### config.mk
export PLATFORM = sky130hd
export DESIGN_NAME = rx_frame_crc_checker_core_flat
export DESIGN_NICKNAME = d
export VERILOG_FILES = /design/src/rtl/rfcc_pkg.sv /design/src/rtl/rfcc_stream_if.sv /design/src/rtl/rfcc_crc8.sv /design/src/rtl/rx_frame_crc_checker_core.sv /design/src/flat_wrapper.sv
export SDC_FILE = /design/constraint.sdc
export NUM_CORES = 1
export LEC_CHECK = 0
export BUFFER_PORTS_ARGS = -buffer_cell sky130_fd_sc_hd__buf_4
export CAP_MARGIN = 5
export CORE_AREA = 2 2 39 41
export CTS_BUF_LIST = sky130_fd_sc_hd__clkbuf_16
export DETAILED_ROUTE_END_ITERATION = 10
export DIE_AREA = 0 0 41 43
export PLACE_DENSITY = 0.54
export SKIP_CTS_REPAIR_TIMING = 1
export SYNTH_ARGS = -nofsm -noshare
export SYNTH_HDL_FRONTEND = slang
export SYNTH_SLANG_ARGS = --single-unit
### constraint.sdc
create_clock -name i_clk -period 1.1 [get_ports i_clk]
set_clock_uncertainty 0.05 [all_clocks]
set_input_delay 0.22 -clock i_clk [delete_from_list [all_inputs] [get_ports i_clk]]
set_output_delay 0.22 -clock i_clk [all_outputs]
set_load 0.02 [all_outputs]
### src/rtl/rfcc_pkg.sv
// Shared types and constants for the received-frame CRC checker.
// Holds the request payload structs, the verdict codes and the CRC-8 constants.
// No dependencies; rfcc_crc8 and rx_frame_crc_checker_core use this package.
`timescale 1ns / 1ps

package rfcc_pkg;

    localparam logic [7:0] CRC_POLY = 8'h31;
    localparam logic [7:0] CRC_INIT = 8'hFF;
    localparam logic [7:0] CRC_MSB  = 8'h80;
    localparam logic [7:0] CRC_ZERO = 8'h00;

    // Header layout: part index, total parts, reserved, CRC-8.
    localparam int unsigned HDR_LEN = 4;
    localparam int unsigned POS_W   = 3;

    typedef enum logic [1:0] {
        ST_OK      = 2'd0,
        ST_CRC_ERR = 2'd1,
        ST_SHORT   = 2'd2
    } t_frame_status;

    typedef struct packed {
        logic [7:0] rx_byte;
        logic       end_of_frame;
        logic [7:0] sender_address;
    } t_rx_item;

    typedef struct packed {
        logic          payload_valid;
        logic [7:0]    payload_byte;
        logic          frame_done;
        t_frame_status frame_status;
        logic [7:0]    fragment_index;
        logic [7:0]    fragment_total;
        logic [7:0]    sender_echo;
    } t_result_item;

endpackage

### src/rtl/rfcc_stream_if.sv
// Valid/ready stream channel carrying one request payload per handshake.
// The payload type is a parameter; the block's structs come from rfcc_pkg.
`timescale 1ns / 1ps

interface rfcc_stream_if #(
    parameter type T_PAYLOAD = logic [7:0]
);
    logic     valid;
    logic     ready;
    T_PAYLOAD payload;

    modport source (output valid, output payload, input ready);
    modport sink   (input valid, input payload, output ready);
endinterface

### src/rtl/rfcc_crc8.sv
// Byte-wide CRC-8 update, MSB first, using the polynomial from rfcc_pkg.
// Purely combinational; instantiated by rx_frame_crc_checker_core.
`timescale 1ns / 1ps

module rfcc_crc8 (
    input  logic [7:0] i_crc,
    input  logic [7:0] i_data,
    output logic [7:0] o_crc
);

    always_comb begin
        logic [7:0] c;
        c = i_crc ^ i_data;
        for (int k = 0; k < 8; k++) begin
            if ((c & rfcc_pkg::CRC_MSB) != rfcc_pkg::CRC_ZERO) begin
                c = {c[6:0], 1'b0} ^ rfcc_pkg::CRC_POLY;
            end else begin
                c = {c[6:0], 1'b0};
            end
        end
        o_crc = c;
    end

endmodule

### src/rtl/rx_frame_crc_checker_core.sv
// Top level of the received-frame CRC checker.
// Depends on rfcc_pkg, rfcc_stream_if and rfcc_crc8.
`timescale 1ns / 1ps

// The checker takes one frame byte per request, header first, and sustains
// one byte per clock cycle while the result channel is not stalled. A byte is
// captured into the input register when it is accepted, and its result then
// loads into the result register once that register is free, so each result
// request passes the input register, then the result register. Each frame
// opens with a four-byte header (part index, total parts, reserved, CRC-8)
// and the CRC-8 (polynomial 0x31, initial 0xFF, MSB first) runs over the
// whole frame with the header's CRC byte counted as zero. Payload bytes are
// forwarded as they arrive, each as its own result request, and the frame's
// last byte also carries the verdict: ok, CRC mismatch, or a short frame of
// four bytes or fewer. Header bytes that do not end the frame produce no
// result. Because payload is emitted before the verdict, the consumer must
// drop the frame's payload whenever the status is not ok. All frame state
// returns to its reset value after the last byte, so the next byte starts a
// new frame.

module rx_frame_crc_checker_core (
    input  logic  i_clk,
    input  logic  i_rst_n,
    rfcc_stream_if.sink   i_rx,
    rfcc_stream_if.source o_res
);

    localparam logic [rfcc_pkg::POS_W-1:0] POS_PART  = rfcc_pkg::POS_W'(0);
    localparam logic [rfcc_pkg::POS_W-1:0] POS_TOTAL = rfcc_pkg::POS_W'(1);
    localparam logic [rfcc_pkg::POS_W-1:0] POS_CRC   = rfcc_pkg::POS_W'(3);
    localparam logic [rfcc_pkg::POS_W-1:0] POS_BODY  =
        rfcc_pkg::POS_W'(rfcc_pkg::HDR_LEN);

    // Input register stage.
    logic                r_in_valid;
    rfcc_pkg::t_rx_item  r_in;

    // Frame state.
    logic [7:0]                 r_crc;
    logic [rfcc_pkg::POS_W-1:0] r_pos;
    logic [7:0]                 r_hdr_part;
    logic [7:0]                 r_hdr_total;
    logic [7:0]                 r_rx_crc;

    // Result register stage.
    logic                   r_out_valid;
    rfcc_pkg::t_result_item r_out;

    logic                   is_payload;
    logic                   has_result;
    logic                   out_free;
    logic                   s1_adv;
    logic [7:0]             crc_data;
    logic [7:0]             crc_upd;
    logic [7:0]             n_crc;
    logic [rfcc_pkg::POS_W-1:0] n_pos;
    logic [7:0]             n_hdr_part;
    logic [7:0]             n_hdr_total;
    logic [7:0]             n_rx_crc;
    rfcc_pkg::t_result_item n_out;

    // Once the header is complete every byte is payload.
    assign is_payload = (r_pos == POS_BODY);
    assign has_result = is_payload || r_in.end_of_frame;

    // The output register is free when empty or being drained this cycle.
    assign out_free = !r_out_valid || o_res.ready;
    assign s1_adv   = r_in_valid && (!has_result || out_free);

    assign i_rx.ready  = !r_in_valid || s1_adv;
    assign o_res.valid = r_out_valid;
    assign o_res.payload = r_out;

    // The header's CRC byte enters the checksum as zero.
    assign crc_data = (r_pos == POS_CRC) ? rfcc_pkg::CRC_ZERO : r_in.rx_byte;

    rfcc_crc8 u_crc8 (
        .i_crc  (r_crc),
        .i_data (crc_data),
        .o_crc  (crc_upd)
    );

    always_comb begin
        n_hdr_part  = (r_pos == POS_PART)  ? r_in.rx_byte : r_hdr_part;
        n_hdr_total = (r_pos == POS_TOTAL) ? r_in.rx_byte : r_hdr_total;
        n_rx_crc    = (r_pos == POS_CRC)   ? r_in.rx_byte : r_rx_crc;
        n_pos       = is_payload ? r_pos : r_pos + rfcc_pkg::POS_W'(1);
        n_crc       = crc_upd;

        n_out                = '0;
        n_out.frame_status   = rfcc_pkg::ST_OK;
        if (is_payload) begin
            n_out.payload_valid = 1'b1;
            n_out.payload_byte  = r_in.rx_byte;
        end
        if (r_in.end_of_frame) begin
            n_out.frame_done     = 1'b1;
            n_out.fragment_index = n_hdr_part;
            n_out.fragment_total = n_hdr_total;
            n_out.sender_echo    = r_in.sender_address;
            if (!is_payload) begin
                n_out.frame_status = rfcc_pkg::ST_SHORT;
            end else if (crc_upd != r_rx_crc) begin
                n_out.frame_status = rfcc_pkg::ST_CRC_ERR;
            end else begin
                n_out.frame_status = rfcc_pkg::ST_OK;
            end
            // The last byte closes the frame: return to the reset state.
            n_hdr_part  = '0;
            n_hdr_total = '0;
            n_rx_crc    = '0;
            n_pos       = '0;
            n_crc       = rfcc_pkg::CRC_INIT;
        end
    end

    always_ff @(posedge i_clk) begin
        if (!i_rst_n) begin
            r_in_valid <= 1'b0;
        end else if (i_rx.ready) begin
            r_in_valid <= i_rx.valid;
        end
        if (i_rx.ready && i_rx.valid) begin
            r_in <= i_rx.payload;
        end
    end

    always_ff @(posedge i_clk) begin
        if (!i_rst_n) begin
            r_crc       <= rfcc_pkg::CRC_INIT;
            r_pos       <= '0;
            r_hdr_part  <= '0;
            r_hdr_total <= '0;
            r_rx_crc    <= '0;
        end else if (s1_adv) begin
            r_crc       <= n_crc;
            r_pos       <= n_pos;
            r_hdr_part  <= n_hdr_part;
            r_hdr_total <= n_hdr_total;
            r_rx_crc    <= n_rx_crc;
        end
    end

    always_ff @(posedge i_clk) begin
        if (!i_rst_n) begin
            r_out_valid <= 1'b0;
        end else if (out_free) begin
            r_out_valid <= s1_adv && has_result;
        end
        if (out_free && s1_adv && has_result) begin
            r_out <= n_out;
        end
    end

endmodule
### src/flat_wrapper.sv
// flat-port wrapper written by rule: the top's interface ports become plain ports
module rx_frame_crc_checker_core_flat 
  (i_clk, i_rst_n, i_rx_valid, i_rx_payload, i_rx_ready, o_res_valid, o_res_payload, o_res_ready);
  rfcc_stream_if i_rx_i ();
  rfcc_stream_if o_res_i ();
  input  logic i_clk;
  input  logic i_rst_n;
  input wire logic [$bits(i_rx_i.valid)-1:0] i_rx_valid;
  input wire logic [$bits(i_rx_i.payload)-1:0] i_rx_payload;
  output wire logic [$bits(i_rx_i.ready)-1:0] i_rx_ready;
  output wire logic [$bits(o_res_i.valid)-1:0] o_res_valid;
  output wire logic [$bits(o_res_i.payload)-1:0] o_res_payload;
  input wire logic [$bits(o_res_i.ready)-1:0] o_res_ready;
  assign i_rx_i.valid = i_rx_valid;
  assign i_rx_i.payload = i_rx_payload;
  assign i_rx_ready = i_rx_i.ready;
  assign o_res_valid = o_res_i.valid;
  assign o_res_payload = o_res_i.payload;
  assign o_res_i.ready = o_res_ready;
  rx_frame_crc_checker_core u_core (.i_clk(i_clk), .i_rst_n(i_rst_n), .i_rx(i_rx_i), .o_res(o_res_i));
endmodule
Word level (Yosys, flattened, before mapping)

Index checks and enable logic that the tools add are counted.

Bits in registers: 5
Logic and storage cells: 16

Add/sub/neg operators: 1
Eq/ne operators: 1
Multiplexer cells: 1
Bitwise gates (word level): 1
Reductions and logical operators: 9

Operator list:

| operator              | number |
|---|---|
| $add A3 B1 Y3 const B | 1 |
| $eq A3 B3 Y1 const B  | 1 |
| $logic_not A1 Y1      | 3 |
| $logic_or A1 B1 Y1    | 3 |
| $mux W3               | 1 |
| $logic_and A1 B1 Y1   | 2 |
| $reduce_and A2 Y1     | 1 |
| $not A1 Y1            | 1 |

Logic depth before layout (Yosys ltp)

Word-level depth: 5
Mapped depth: 4
Mapped depth without buffers: 4

Least setup slack after synthesis

OpenSTA, ideal clock, no wires.

Path type: register to output
From: reg u_core.r_pos[0] (netlist bit)
To: out i_rx_ready
Arrival: 0.942 ns
Required time: 0.830 ns
Slack: -0.112 ns
Cell stages (with the launch flop): 5
Path buffers: 0
Cells stage by stage: dfxtp_1 inv_1 ha_1 nand3_2 or2_1

Cells in the longest elaborated chain, start to end: 5

RTL lines:

| item                   | RTL line                         | source |
|---|---|---|
| from (decl)            | rx_frame_crc_checker_core.sv:40  | `logic [rfcc_pkg::POS_W-1:0] r_pos;` |
| from (signal assigned) | rx_frame_crc_checker_core.sv:137 | `r_pos <= n_pos;` |
| $eq A3 B3 Y1           | rx_frame_crc_checker_core.sv:63  | `assign is_payload = (r_pos == POS_BODY);` |
| $logic_not A1 Y1       | rx_frame_crc_checker_core.sv:68  | `assign s1_adv = r_in_valid && (!has_result \|\| out_free);` |
| $logic_or A1 B1 Y1     | rx_frame_crc_checker_core.sv:68  |  |
| $logic_and A1 B1 Y1    | rx_frame_crc_checker_core.sv:68  |  |
| $logic_or A1 B1 Y1     | rx_frame_crc_checker_core.sv:70  | `assign i_rx.ready = !r_in_valid \|\| s1_adv;` |
| to (decl)              | flat_wrapper.sv:10               | `output wire logic [$bits(i_rx_i.ready)-1:0] i_rx_ready;` |

Every way passes these cells.

Worst setup path after layout

Same ends and word-level chain as after synthesis.

==> results.md <==
* Worst Hold End: u_core.r_in_valid$_SDFFE_PN0P_
* Place WS at -0.138 ns
* Most common cell in the netlist: buf_4
* Syn-to-layout area delta at 58.7%
* R2R cell count at 5
* Synth top area share at 31.5%
* Boundary Pins at 22
* WL final at 564 um
* Largest net degree at the start of global routing at 7
* Worst-path maximum fanout at 3
* WP data required at 0.83 ns
* R2R setup slack at -0.03 ns
* Max-slew violations at 0
* Root Driver: clkbuf_16
* Worst-case clock buffer depth at 2
* Drt first-iter violations at 5
* Syn avg cell area at 9.08 um2
* First-pass GRT wire length at 814 um
* Max IR drop VDD at 1.42 mV
* Layout cells sized above 1 at 54.0%
* Hold Crit Start: i_rx_valid
* H-tree levels at 1
* Starting Density at 23.0%
* Largest cells by area after synthesis: dfxtp_1, buf_4, ha_1
* Critical path capture point type: primary output
* Post-synth top cells: buf_4, dfxtp_1, nand2_1
* Clk_lat worst skew at 0.22 ns
* Setup ws final at -0.320 ns
* Post-synthesis async set-or-reset flop share at 0%
* Cells after Synth at 35
* Max cap viols at 0
* FF-to-FF Start: u_core.r_pos[0]$_SDFFE_PN0P_
* Die ar. at 1760 um2
* Fmax achieved at 704 MHz
* CTS tree: done
* Crit path time final at 1.42 ns
* RSZ-0062 raised after global routing: yes
* Most common flop cell mapped by yosys: dfxtp_1
* Vias per cell at 3.80
* # rows at 14
* CORE AREA at 1380 um2
* Synth Warn # at 0
* DR vias at 251
* Antenna Cells at 0
* Height of the die at 43 um
* Antenna violations before repair at 0
* Worst min path class: primary input to flop
* Die W at 41 um
* RR Endpoint: u_core.r_pos[0]$_SDFFE_PN0P_
* WS Path Type: flop to primary output
* Outcome: complete, but fails checks
* TritonRoute pass-1 iters at 4
* EDFF count, synth at 0
* Vias in the first global route at 212
* CP Launch Type: flop
* CTS buffer count at 3
* Antenna viol nets, final at 0
* I/O Buffers at 5
* HPWL Detailed at 391 um
* Leakage Power at 0.000233 uW
* Clock Sinks at 5
* GRT Util Overall at 7.03%
* Detail-routed net length per standard cell at 8.55 um
* Final setup viols at 3
* Final Hold Vio Count at 0
* Cell variety after synth at 16
* Power Dens Cells at 1730 nW/um2
* Hold Path Stages at 3
* Fin nets at 65
* DRC Markers at 0
* Mapped cell area at 318 um2
* Seq/Total Area, Yosys at 31.5%
* Global route overflow at 0
* Synthesized flop and latch total at 5
* Failing checks: setup timing
* Clock slew at the register clock pins of the worst setup and hold paths at 0.04 ns
* Fin util at 36.4%
* Gpl congestion at 0.670
* Fin crit share at 129%
* Area leader, netlist: dfxtp_1
* CP Data Arrival Time at 1.15 ns
cell type report:
type / instances / area, um2
Inverter: 3 / 11.3
Clock inverter: 1 / 3.75
Clock buffer: 3 / 75.1
Fill cell: 144 / 880
Tap cell: 16 / 20.0
Timing Repair Buffer: 12 / 93.8
Multi-Input combinational cell: 26 / 198
Sequential cell: 5 / 103
report_power, final:
group          switching [uW]  internal, uW
clock network             113           470
registers                4.16           190
logic                    53.1          39.9
flip-flops by register name, indices dropped and copies added, names as in the netlist:
| signal | count |
|---|---|
| u_core.r_in_valid | 1 |
| u_core.r_pos | 3 |
| u_core.o_res.valid | 1 |
worst max-delay path, stage by stage (launching register included):
cell and delay [ns]:
dfxtp_2 0.31, inv_2 0.06, ha_4 0.14, nand3_2 0.06
or2_4 0.23, buf_6 0.13
metal layers:
layer / wire (um) / track usage, %
met3: 28 / 1.57
met5: 0 / 0
met2: 307 / 11.6
met4: 10 / 6.00
met1: 217 / 6.75
worst max path at each step:
stage / start / slack, ns / endpoint
after global placement: u_core.r_pos[1]$_SDFFE_PN0P_ / -0.14 / i_rx_ready
final: u_core.r_pos[0]$_SDFFE_PN0P_ / -0.32 / i_rx_ready
after floorplan: u_core.r_pos[1]$_SDFFE_PN0P_ / -0.03 / i_rx_ready
after detailed placement: u_core.r_pos[1]$_SDFFE_PN0P_ / -0.14 / i_rx_ready
after CTS: u_core.r_pos[1]$_SDFFE_PN0P_ / -0.37 / i_rx_ready
after global routing: u_core.r_pos[0]$_SDFFE_PN0P_ / -0.37 / i_rx_ready
cells in the final DEF, fill, tap and decap left out, types with 2 or more instances in the layout:
cell	instances
dfxtp_2	2
dfxtp_1	3
conb_1	8
nand2_1	4
mux2i_1	2
clkbuf_16	3
buf_4	11
a21oi_1	2
inv_2	3
nand2b_1	2
kinds of logic after synthesis:
logic type	synth area share [%]
buffers and inverters	22.4
AND/OR/NAND/NOR	20.1
flip-flops	31.5
AO/OA/AOI/OAI	10.6
multiplexers	6.30
adder cells (fa/ha/maj)	7.87
other	1.18
per-stage QoR:
stage / setup TNS, ns / total power (uW) / instance area [um2] / std cells / hold WS [ns]
after floorplan: -0.0324 / 276 / 362 / 42 / 0.288
after global placement: -0.137 / 279 / 404 / 61 / 0.382
after detailed placement: -0.138 / 280 / 404 / 61 / 0.385
after CTS: -0.371 / 868 / 483 / 65 / 0.166
after global routing: -0.561 / 903 / 504 / 66 / 0.184
final: -0.383 / 871 / 504 / 66 / 0.166
(Power assumes the default switching activity.)
